### src/hdl/curvature_extrema_detector_macros.svh
// Assertion macros for the curvature extrema detector.
// Included by the top level; needs nothing else.
`ifndef CURVATURE_EXTREMA_DETECTOR_MACROS_SVH
`define CURVATURE_EXTREMA_DETECTOR_MACROS_SVH

// Check that a condition implies another in the same cycle.
`define CED_ASSERT_SAME(label, clk, rst_n, ante, cons) \
  label: assert property (@(posedge clk) disable iff (!rst_n) (ante) |-> (cons)) \
    else $error("curvature_extrema_detector: same-cycle check failed");

// Check that a condition implies another in the following cycle.
`define CED_ASSERT_NEXT(label, clk, rst_n, ante, cons) \
  label: assert property (@(posedge clk) disable iff (!rst_n) (ante) |=> (cons)) \
    else $error("curvature_extrema_detector: next-cycle check failed");

`endif

### src/hdl/ced_pkg.sv
// Shared widths, register codes, types and helpers for the curvature
// extrema detector. No dependencies.
package ced_pkg;

  // Curve length limit; the point counter saturates at MAX_POINTS-1
  localparam int MAX_POINTS = 4096;
  localparam int CNT_W      = $clog2(MAX_POINTS);

  // Field widths
  localparam int CURV_W    = 48;
  localparam int ARC_W     = 25;
  localparam int IDX_W     = 12;
  localparam int WIN       = 5;
  localparam int CENTER    = 2;
  localparam int CFG_IDX_W = 2;

  // Scaled threshold widths: 23*c needs 53 bits (10*max fits in 52), 4*|c| signed needs 51
  localparam int SCL_W = CURV_W + 5;
  localparam int QTR_W = CURV_W + 3;

  // 4e-4 in Q24.24, truncated
  localparam logic [CURV_W-1:0] MAG_FLOOR = CURV_W'(6710);

  // Configuration register indexes
  localparam logic [CFG_IDX_W-1:0] REG_CURVE_MAX      = 2'd0;
  localparam logic [CFG_IDX_W-1:0] REG_CURVE_MIN      = 2'd1;
  localparam logic [CFG_IDX_W-1:0] REG_MAX_SCALE_MODE = 2'd2;

  // Thresholds derived from the configuration registers
  typedef struct packed {
    logic                     mode;
    logic signed [SCL_W-1:0]  max_x10;
    logic signed [SCL_W-1:0]  min_x10;
    logic signed [CURV_W-1:0] max_raw;
    logic [CURV_W-1:0]        min_mag;
  } ced_thr_t;

  typedef logic [WIN-1:0][CURV_W-1:0] curv_win_t;

  // Magnitude of a signed curvature; the most negative value maps to 2^47
  function automatic logic [CURV_W-1:0] curv_mag(input logic [CURV_W-1:0] v);
    return v[CURV_W-1] ? (~v + CURV_W'(1)) : v;
  endfunction

endpackage

### src/hdl/curvature_extrema_detector.sv
// Curvature extrema detector: five-sample window, point counter, result register.
// Depends on ced_pkg, ced_eval and curvature_extrema_detector_macros.svh.
//
// Usage:
//   Input channel (in_valid/in_stall) takes one curve sample per item: its
//   curvature, arc position and a flag marking the last point of the curve.
//   Output channel (out_valid/out_stall) gives one item per keypoint: index
//   within the curve, curvature and arc position of the keypoint.
//   Configuration channel (cfg_valid/cfg_ready) writes curve_max, curve_min
//   and max_scale_mode; cfg_ready is always high. Write only while idle.
// Timing:
//   One item per cycle while in_stall is low, set by the window shift and compare.
//   The edge that accepts the item completing a window loads the window
//   register and pending flag; the result register loads once it is free.
// Reset:
//   Clears the point counter, the pending flag and the output valid; the
//   configuration registers return to zero (thresholds off).
// Stall:
//   The result register holds while out_stall is high; in_stall rises only
//   when a new keypoint waits behind that held result.
module curvature_extrema_detector (
  input  logic                                 clk,
  input  logic                                 rst_n,
  // Input item channel
  input  logic                                 in_valid,
  output logic                                 in_stall,
  input  logic signed [ced_pkg::CURV_W-1:0]    in_curv_sample,
  input  logic [ced_pkg::ARC_W-1:0]            in_arc_pos,
  input  logic                                 in_last_point,
  // Result item channel
  output logic                                 out_valid,
  input  logic                                 out_stall,
  output logic [ced_pkg::IDX_W-1:0]            out_point_index,
  output logic signed [ced_pkg::CURV_W-1:0]    out_key_curvature,
  output logic [ced_pkg::ARC_W-1:0]            out_key_arc_pos,
  // Configuration write channel
  input  logic                                 cfg_valid,
  output logic                                 cfg_ready,
  input  logic [ced_pkg::CFG_IDX_W-1:0]        cfg_index,
  input  logic [ced_pkg::CURV_W-1:0]           cfg_data
);

  `include "curvature_extrema_detector_macros.svh"

  // Configuration registers
  logic signed [ced_pkg::CURV_W-1:0] curve_max_r;
  logic signed [ced_pkg::CURV_W-1:0] curve_min_r;
  logic                              mode_r;
  ced_pkg::ced_thr_t                 thr_r;
  ced_pkg::ced_thr_t                 thr_nxt;
  logic signed [ced_pkg::SCL_W-1:0]  max_ext;
  logic signed [ced_pkg::SCL_W-1:0]  min_ext;

  // Window and counter
  ced_pkg::curv_win_t                curv_win_r;
  logic [ced_pkg::ARC_W-1:0]         arc_win_r [ced_pkg::WIN];
  logic [ced_pkg::CNT_W-1:0]         cnt_r;
  logic [ced_pkg::CNT_W-1:0]         cnt_nxt;
  logic                              pend_r;
  logic                              pend_nxt;
  logic [ced_pkg::IDX_W-1:0]         idx_r;

  // Result register
  logic                              out_valid_r;
  logic [ced_pkg::IDX_W-1:0]         out_idx_r;
  logic [ced_pkg::CURV_W-1:0]        out_curv_r;
  logic [ced_pkg::ARC_W-1:0]         out_arc_r;

  logic                              in_accept;
  logic                              keep;
  logic                              hit;
  logic                              out_free;
  logic                              eligible;

  assign cfg_ready = 1'b1;

  // Write configuration registers
  always_ff @(posedge clk) begin
    if (!rst_n) begin
      curve_max_r <= '0;
      curve_min_r <= '0;
      mode_r      <= 1'b0;
    end else if (cfg_valid) begin
      case (cfg_index)
        ced_pkg::REG_CURVE_MAX:      curve_max_r <= $signed(cfg_data);
        ced_pkg::REG_CURVE_MIN:      curve_min_r <= $signed(cfg_data);
        ced_pkg::REG_MAX_SCALE_MODE: mode_r      <= cfg_data[0];
        default: ;
      endcase
    end
  end

  // Derive scaled thresholds, registered behind the configuration registers
  assign max_ext = ced_pkg::SCL_W'(curve_max_r);
  assign min_ext = ced_pkg::SCL_W'(curve_min_r);

  always_comb begin
    thr_nxt.mode    = mode_r;
    thr_nxt.max_x10 = (max_ext <<< 3) + (max_ext <<< 1);
    thr_nxt.min_x10 = (min_ext <<< 3) + (min_ext <<< 1);
    thr_nxt.max_raw = curve_max_r;
    thr_nxt.min_mag = ced_pkg::curv_mag(curve_min_r);
  end

  always_ff @(posedge clk) begin
    if (!rst_n) begin
      thr_r <= '0;
    end else begin
      thr_r <= thr_nxt;
    end
  end

  // Handshake: stall only when a keypoint waits behind a held result
  assign out_free  = !out_valid_r || !out_stall;
  assign hit       = pend_r && keep;
  assign in_stall  = hit && !out_free;
  assign in_accept = in_valid && !in_stall;

  // Advance the point counter; clear after the last point, saturate at the top
  assign eligible = cnt_r >= ced_pkg::CNT_W'(4);

  always_comb begin
    cnt_nxt = cnt_r;
    if (in_accept) begin
      if (in_last_point) begin
        cnt_nxt = '0;
      end else if (cnt_r != ced_pkg::CNT_W'(ced_pkg::MAX_POINTS - 1)) begin
        cnt_nxt = cnt_r + ced_pkg::CNT_W'(1);
      end
    end
  end

  // Hold the pending centre while stalled, otherwise take the new item's status
  assign pend_nxt = in_stall ? pend_r : (in_accept && eligible);

  always_ff @(posedge clk) begin
    if (!rst_n) begin
      cnt_r  <= '0;
      pend_r <= 1'b0;
    end else begin
      cnt_r  <= cnt_nxt;
      pend_r <= pend_nxt;
    end
  end

  // Shift the window and record the centre index on each accepted item
  always_ff @(posedge clk) begin
    if (in_accept) begin
      for (int k = 0; k < ced_pkg::WIN - 1; k++) begin
        curv_win_r[k] <= curv_win_r[k+1];
        arc_win_r[k]  <= arc_win_r[k+1];
      end
      curv_win_r[ced_pkg::WIN-1] <= in_curv_sample;
      arc_win_r[ced_pkg::WIN-1]  <= in_arc_pos;
      idx_r <= ced_pkg::IDX_W'(cnt_r - ced_pkg::CNT_W'(2));
    end
  end

  // Decide whether the centre is a keypoint
  ced_eval u_eval (
    .curv_win (curv_win_r),
    .thr      (thr_r),
    .keep     (keep)
  );

  // Load the result register, drop it once taken
  always_ff @(posedge clk) begin
    if (!rst_n) begin
      out_valid_r <= 1'b0;
    end else if (hit && out_free) begin
      out_valid_r <= 1'b1;
    end else if (!out_stall) begin
      out_valid_r <= 1'b0;
    end
  end

  always_ff @(posedge clk) begin
    if (hit && out_free) begin
      out_idx_r  <= idx_r;
      out_curv_r <= curv_win_r[ced_pkg::CENTER];
      out_arc_r  <= arc_win_r[ced_pkg::CENTER];
    end
  end

  assign out_valid         = out_valid_r;
  assign out_point_index   = out_idx_r;
  assign out_key_curvature = $signed(out_curv_r);
  assign out_key_arc_pos   = out_arc_r;

  // Checks on the block's own control
  `CED_ASSERT_SAME(a_stall_cause, clk, rst_n, in_stall, pend_r && out_valid_r)
  `CED_ASSERT_NEXT(a_last_clears, clk, rst_n, in_accept && in_last_point, cnt_r == '0)
  `CED_ASSERT_SAME(a_out_source, clk, rst_n, $rose(out_valid_r), $past(pend_r))

endmodule

### src/hdl/ced_eval.sv
// Extremum and threshold decision for the window centre.
// Uses ced_pkg for widths, the threshold struct and the magnitude helper.
module ced_eval (
  input  ced_pkg::curv_win_t curv_win,
  input  ced_pkg::ced_thr_t  thr,
  output logic               keep
);

  logic signed [ced_pkg::CURV_W-1:0] c;
  logic [ced_pkg::CURV_W-1:0]        m;
  logic [ced_pkg::WIN-1:0]           above;
  logic                              ext;
  logic signed [ced_pkg::SCL_W-1:0]  c_ext;
  logic signed [ced_pkg::SCL_W-1:0]  c_x23;
  logic                              pos_ok;
  logic                              neg_ok;
  logic                              floor_ok;

  assign c = $signed(curv_win[ced_pkg::CENTER]);
  assign m = ced_pkg::curv_mag(curv_win[ced_pkg::CENTER]);

  // Compare centre magnitude with each neighbour
  always_comb begin
    for (int k = 0; k < ced_pkg::WIN; k++) begin
      if (k == ced_pkg::CENTER) begin
        above[k] = 1'b1;
      end else begin
        above[k] = m > ced_pkg::curv_mag(curv_win[k]);
      end
    end
  end

  assign ext = &above;

  // Scale the centre by 23 with shifts and adds
  assign c_ext = ced_pkg::SCL_W'(c);
  assign c_x23 = (c_ext <<< 4) + (c_ext <<< 2) + (c_ext <<< 1) + c_ext;

  // c > trunc(max*10/23) and c > |trunc(min/4)| for a positive centre
  assign pos_ok = !c[ced_pkg::CURV_W-1] && (m != '0) &&
                  (c_x23 > $signed(thr.max_x10)) &&
                  ({m, 2'b00} > {2'b00, thr.min_mag});

  // c < trunc(min*10/23) and |c| > trunc(max/4) for a negative centre
  assign neg_ok = c[ced_pkg::CURV_W-1] &&
                  (c_x23 < $signed(thr.min_x10)) &&
                  ($signed({1'b0, m, 2'b00}) > ced_pkg::QTR_W'($signed(thr.max_raw)));

  assign floor_ok = m > ced_pkg::MAG_FLOOR;

  assign keep = ext && (!thr.mode || ((pos_ok || neg_ok) && floor_ok));

endmodule
### config.mk
export PLATFORM = sky130hd
export DESIGN_NAME = curvature_extrema_detector
export DESIGN_NICKNAME = d
export VERILOG_FILES = /design/src/hdl/ced_pkg.sv /design/src/hdl/curvature_extrema_detector.sv /design/src/hdl/ced_eval.sv
export VERILOG_INCLUDE_DIRS = /design/src /design/src/hdl
export SDC_FILE = /design/constraint.sdc
export NUM_CORES = 2
export LEC_CHECK = 0
export ABC_CLOCK_PERIOD_IN_PS = 24200
export BUFFER_PORTS_ARGS = -buffer_cell sky130_fd_sc_hd__buf_2
export CAP_MARGIN = 20
export CORE_UTILIZATION = 63
export CTS_CLUSTER_SIZE = 10
export DETAILED_ROUTE_END_ITERATION = 6
export PLACE_DENSITY = 0.81
export RECOVER_POWER = 25
export SETUP_SLACK_MARGIN = 0.15
export SKIP_LAST_GASP = 1
export SLEW_MARGIN = 20
export SYNTH_ARGS = -nofsm -noshare
export SYNTH_HDL_FRONTEND = slang
export SYNTH_SLANG_ARGS = --single-unit
export TNS_END_PERCENT = 50
### constraint.sdc
create_clock -name clk -period 24.2 [get_ports clk]
set_input_delay 3.63 -clock clk [delete_from_list [all_inputs] [get_ports clk]]
set_output_delay 3.63 -clock clk [all_outputs]
set_load 0.05 [all_outputs]
Word-level counts from Yosys, hierarchy flattened

Memories as Yosys holds them, arrays and structs flattened.
Index checks and enable logic that the tools add are counted.

Output and inout bits: 88
Memories kept: 1
Flip-flop bits (word level): 651
Bits in writable memories: 125
Bits of input ports: 129
Logic and storage cells: 97

Memories:

| memory    | words | width | read ports | clocked after Yosys merged registers in | wr ports | line                             | source |
|---|---|---|---|---|---|---|---|
| arc_win_r | 5     | 25    | 4          | 0                                       | 5        | curvature_extrema_detector.sv:56 | `logic [ced_pkg::ARC_W-1:0] arc_win_r [ced_pkg::WIN];` |

Reductions and logical operators: 30
$add $sub $neg: 13
Multiplexer cells: 12
$lt $le $gt $ge: 10
Bitwise gates (word level): 6
Eq/ne operators: 4

Operator list:

| cell                                                                               | count |
|---|---|
| 48-bit by 1-bit adder with 48-bit output (second input constant)                   | 6 |
| 48-bit inverter                                                                    | 6 |
| 48-bit 2-to-1 mux                                                                  | 5 |
| 48-bit greater-than comparator                                                     | 4 |
| 51-bit by 49-bit adder with 52-bit output                                          | 2 |
| 52-bit by 50-bit adder with 53-bit output                                          | 1 |
| 53-bit by 48-bit adder with 53-bit output                                          | 1 |
| 53-bit by 49-bit adder with 53-bit output                                          | 1 |
| 53-bit greater-than comparator                                                     | 1 |
| 53-bit < comparator                                                                | 1 |
| 51-bit by 48-bit greater-than comparator with 1-bit output                         | 1 |
| 50-bit by 48-bit greater-than comparator with 1-bit output                         | 1 |
| 48-bit by 13-bit greater-than comparator with 1-bit output (second input constant) | 1 |
| 48-bit nonzero test                                                                | 1 |
| 47-bit 2-to-1 mux                                                                  | 1 |
| 12-bit 2-to-1 mux                                                                  | 2 |
| 12-bit by 1-bit adder with 12-bit output (second input constant)                   | 1 |
| 12-bit by 3-bit >= comparator with 1-bit output (second input constant)            | 1 |
| 1-bit logical AND                                                                  | 12 |
| 12-bit != test (second input constant)                                             | 1 |
| 12-bit by 2-bit subtractor with 12-bit output (second input constant)              | 1 |
| 2-bit AND reduction                                                                | 5 |
| 1-bit zero test                                                                    | 6 |
| 1-bit 2-to-1 mux                                                                   | 4 |
| 7 further kinds                                                                    | 9 |

Logic depth before layout (Yosys ltp)

Depth in word-level cells: 17
Gate-level depth with buffers: 30
Gate-level depth less buffers: 28

Hierarchy

Synthesis repeated with hierarchy kept, for this count alone.

Cells, all modules: 4907
Area, all modules: 47489.3 um2

Modules (own cells, without submodules):

| module                     | area each (um2) | times used | cells an instance |
|---|---|---|---|
| curvature_extrema_detector | 27846.7         | 1          | 2314 |
| ced_eval                   | 19642.6         | 1          | 2593 |

Worst setup path after synthesis

Ideal clock, no wire load.

Path type: flip-flop to flip-flop
Start: register curv_win_r[96] in the netlist's numbering
End: register cnt_r[10] in the netlist's numbering
Path slack: 8.950 ns
Setup time: 0.520 ns
Data arrival time: 14.730 ns
Cell stages (with the launch flop): 29
Path buffers: 0
Path through: edfxtp_1 > inv_1 > fa_1 > fa_1 > inv_1 > fa_1 > a21o_1 > a221oi_1 > o22ai_1 > a41oi_1 > o31ai_1 > a41o_1 > a31oi_1 > o211ai_1 > a21o_1 > a2111oi_0 > a311oi_1 > ha_1 > nand4_1 > nor4_1 > nand2_1 > nor4_1 > a221o_1 > o31ai_1 > a32oi_1 > o21ai_0 > nand2_1 > o21a_1 > a221oi_1

Cells in the longest elaborated chain, start to end: 16
Elaborated cells between the ends (all ways): 31
Those cells by class: add/sub (4); order compare (9); mux (1); bitwise (1); reduce/logical (16)

RTL lines:

| element                                                                            | line                              | source |
|---|---|---|
| start, declared                                                                    | curvature_extrema_detector.sv:55  | `ced_pkg::curv_win_t curv_win_r;` |
| start signal, assigned by index                                                    | curvature_extrema_detector.sv:150 | `curv_win_r[k] <= curv_win_r[k+1];` |
| start signal, assigned by index                                                    | curvature_extrema_detector.sv:153 | `curv_win_r[ced_pkg::WIN-1] <= in_curv_sample;` |
| branches (longest 10 deep; another with 52-bit by 50-bit adder with 53-bit output) | n/a                               |  |
| 1-bit logical AND (*)                                                              | ced_eval.sv:51                    | `assign keep = ext && (!thr.mode \|\| ((pos_ok \|\| neg_ok) && floor_ok));` |
| 1-bit logical AND (*)                                                              | curvature_extrema_detector.sv:115 | `assign hit = pend_r && keep;` |
| 1-bit logical AND (*)                                                              | curvature_extrema_detector.sv:116 | `assign in_stall = hit && !out_free;` |
| 1-bit zero test (*)                                                                | curvature_extrema_detector.sv:117 | `assign in_accept = in_valid && !in_stall;` |
| 1-bit logical AND (*)                                                              | curvature_extrema_detector.sv:117 |  |
| via in_accept                                                                      | curvature_extrema_detector.sv:69  | `logic in_accept;` |
| 2-bit AND reduction (no line) (*)                                                  | n/a                               |  |
| end signal, assigned                                                               | curvature_extrema_detector.sv:141 | `cnt_r <= cnt_nxt;` |
| end, declared                                                                      | curvature_extrema_detector.sv:57  | `logic [ced_pkg::CNT_W-1:0] cnt_r;` |

Mark *: on every way through the listed nets, which the timed path passes.
A chain may end at the register's enable or synchronous reset.

Final worst setup path

Start: register curv_win_r[96] in the netlist's numbering
End: output in_stall

Cells in the longest elaborated chain, start to end: 13
Elaborated cells between the ends (all ways): 28
Those cells by class: add/sub (4); order compare (9); mux (1); bitwise (1); reduce/logical (13)

RTL lines:

| element                                                                            | line                              | source |
|---|---|---|
| branches (longest 10 deep; another with 52-bit by 50-bit adder with 53-bit output) | n/a                               |  |
| 1-bit logical AND (*)                                                              | ced_eval.sv:51                    |  |
| 1-bit logical AND (*)                                                              | curvature_extrema_detector.sv:115 |  |
| 1-bit logical AND (*)                                                              | curvature_extrema_detector.sv:116 |  |
| end, declared                                                                      | curvature_extrema_detector.sv:26  | `output logic in_stall,` |

Every way passes the cells marked *.

==> reports/metrics.cfg <==
[route]
vias = 37433
totalWireLength_um = 125000
route.detailed.drc = 9
vias_per_cell = 6.239
ant_nets = 0
wl_per_cell_um = 20.84
first_pass_iters = 7
drtIter0Drc = 3492

[logic_synthesis]
yosysWarnings = 0
synthArstFlopShare = 0
synth_cell_types = 81
syn_area_mm2 = 0.04681
synth_ff_type = edfxtp_1
synth.net_count = 5536
synthCells = 4763
ys_seq_elements = 718
avgSynthCellArea_um2 = 9.827
synth.yosys.seq_area_share = 0.3952
synth_edf_count = 412

[pwr]
p_leak_uw = 0.02141
pwr_density_cell_mw_per_mm2 = 71.60
vdd_drop_max_mv = 0.05796
power_uw = 3697

[clock_network]
path_clk_slew_ns = 0.06
cts_setup_buffers = 0
cts_resized = 0
ctsHoldBuffers = 0
insertion_delay_ns = 0.67
clk_path_buf_depth = 3
cts_sinks = 718
cts_tree = yes
clockRootBuffer = clkbuf_16
htree_levels = 3
cts_made_buffers = 84

[outcome]
violations = DRC
status = complete, but fails checks

[setup_path]
r2r_cells = 28
cp-start-kind = register
crit_slowest_cell = a32oi_1
cp_slowest_stage_delay_ns = 0.68
cpMostUsedCell = fa_1
arrival_ns = 9.76
worstSetupPathType = reg -> out
worstPathMaxFanout = 10
cp-end-kind = output port
cp_data_required_time_ns = 20.57

[floorplanning]
core_area_mm2 = 0.07321
fp-row-count = 99
die_h_um = 274.6
dieArea_mm2 = 0.07539
ios = 217
start_util = 0.6394
die_w_um = 274.6

[timing]
finClkSkew_ns = 0.04751
worstMarginPinSlew_ns = 1.191
fin_crit_sh = 0.5533
fmax_mhz = 74.68
slew_headroom = 0.2004
finalSetupViolCount = 0
tns_ns = 0
rsz0062_at_grt = false
maxSlewViolCount = 0
finalCriticalPeriod_ns = 13.39
hold_violations = 0
whs_ns = 0.4125

[finish]
finalNetCount = 5771
drive_gt1_frac = 0.08312
antennaDiodeCount = 0
area_growth_pct = 10.31

[hold_path]
worstHoldPathType = reg -> reg
hold_path_depth = 0

[global_route]
grt_antenna_before_repair = 5
first_global_vias = 35835
grt-ovfl-total = 0
grt_max_degree = 179
grt_usage = 0.3314
grt_pass1_wl_um = 194800

[placement]
dp_hpwl_um = 95950
place_congestion = 0.9803
port_buffers = 215

[flow_run]
max-cap-violations = 0

==> cells in the final DEF, fill, tap and decap left out, types with 29 or more instances in the layout <==
cell,instances
and2_1,62
edfxtp_1,412
a211oi_1,36
nor4_1,39
o21ai_0,212
clkbuf_16,84
nand2b_1,40
nand4_1,99
ha_1,551
nor2_1,247
and3_1,29
clkbuf_1,31
xor2_1,273
dfxtp_1,306
o41ai_1,41
a31oi_1,32
buf_2,215
xnor2_1,114
a21oi_1,356
o21a_1,33
nand3_1,75
nand2_1,434
or4_1,58
o31ai_1,89
inv_1,399
a21o_1,163
fa_1,93
or3_1,58
nor3_1,56
buf_4,62
==> path summary, 6_finish.rpt <==
path / startpoint / endpoint / slack, ns
worst max-delay path: curv_win_r[96] / in_stall / 10.81
worst min-delay path: arc_win_r[0][70] / out_key_arc_pos[20] / 0.41
worst max register to register: curv_win_r[96] / curv_win_r[164] / 13.23
worst min register to register: arc_win_r[0][70] / out_key_arc_pos[20] / 0.41
==> Yosys cell counts (12+ instances only) <==
cell type	count	area (um2)
a211oi_1	36	270.3
a21boi_0	12	90.09
a21o_1	163	1224
a21oi_1	357	1787
a221oi_1	14	122.6
a31oi_1	32	200.2
a41oi_1	12	105.1
and2_1	62	387.9
and3_1	29	181.4
and4_1	18	157.7
clkbuf_1	123	461.7
dfxtp_1	306	6126
edfxtp_1	412	12370
fa_1	93	1862
ha_1	551	6894
inv_1	400	1501
mux2i_1	13	130.1
nand2_1	434	1629
nand2b_1	40	250.2
nand3_1	75	375.4
nand4_1	99	619.3
nor2_1	247	927.1
nor2b_1	23	143.9
nor3_1	56	280.3
nor4_1	42	262.8
o211ai_1	26	195.2
o21a_1	34	255.2
o21ai_0	213	1066
o21bai_1	21	157.7
o22ai_1	15	93.84
o31ai_1	89	668.1
o41ai_1	41	359.1
or2_2	16	100.1
or3_1	58	362.9
or4_1	58	435.4
xnor2_1	115	1007
xor2_1	273	2391
==> sequential cells by signal, summed over array words and instances (netlist names), 12 cells and up <==
signal and cells:
arc_win_r 75, cnt_r 12, curv_win_r 240, curve_max_r 48, curve_min_r 48, idx_r 12
out_key_arc_pos 25, out_key_curvature 48, out_point_index 12, thr_r 195
==> logic make-up (layout without fill, tap and decap cells) <==
| family | after synthesis | count (layout) | synth area share |
|---|---|---|---|
| simple gates | 1303 | 1303 | 0.1394 |
| compound gates | 1165 | 1165 | 0.1603 |
| mux | 13 | 13 | 0.002780 |
| fa+ha+maj | 644 | 644 | 0.1871 |
| xor+xnor | 388 | 388 | 0.07260 |
| buf+inv | 531 | 809 | 0.04266 |
| flops | 718 | 718 | 0.3952 |
| other cells | 1 | 1 | 0.00008012 |
==> report_power, final <==
part / switching, uW / internal [uW]
Combinational: 668 / 467
Sequential: 51.5 / 1340
Clock: 505 / 663
Total: 1220 / 2470
==> worst max-delay path: cells and delay by family, from the launching register on <==
kind | cells | cell delay (ns)
simple gates | 6 | 1.46
flops | 1 | 0.57
fa+ha+maj | 4 | 1.85
compound gates | 15 | 4.62
buf+inv | 3 | 0.56
==> layer usage <==
metal / GRT usage / part of all wire / up-vias
li1: - / - / 17791
met3: 0.06066 / 0.080 / 340
met4: 0.1674 / 0.053 / 2
met2: 0.5411 / 0.47 / 1562
met5: 0 / 0.000096 / -
met1: 0.4221 / 0.40 / 17738
==> area by class of cell <==
class,instances,area (um2)
Inverter,401,1510
Tap cell,959,1200
Timing Repair Buffer,279,1569
Sequential cell,718,18500
Fill cell,5524,21570
Clock buffer,118,2260
Multi-Input combinational cell,3514,26360
Clock inverter,11,231.5
==> through the flow <==
stage	cells	cell area, um2	setup slack, ns	util
after floorplan	4763	46810	8.950	-
after global placement	5870	49100	11.86	0.6708
after detailed placement	5870	49100	11.57	0.6708
after CTS	5999	51600	10.84	0.7048
after global routing	6000	51630	10.15	0.7053
final	6000	51630	10.81	0.7053
No activity file was read; power rests on OpenSTA's default activity.
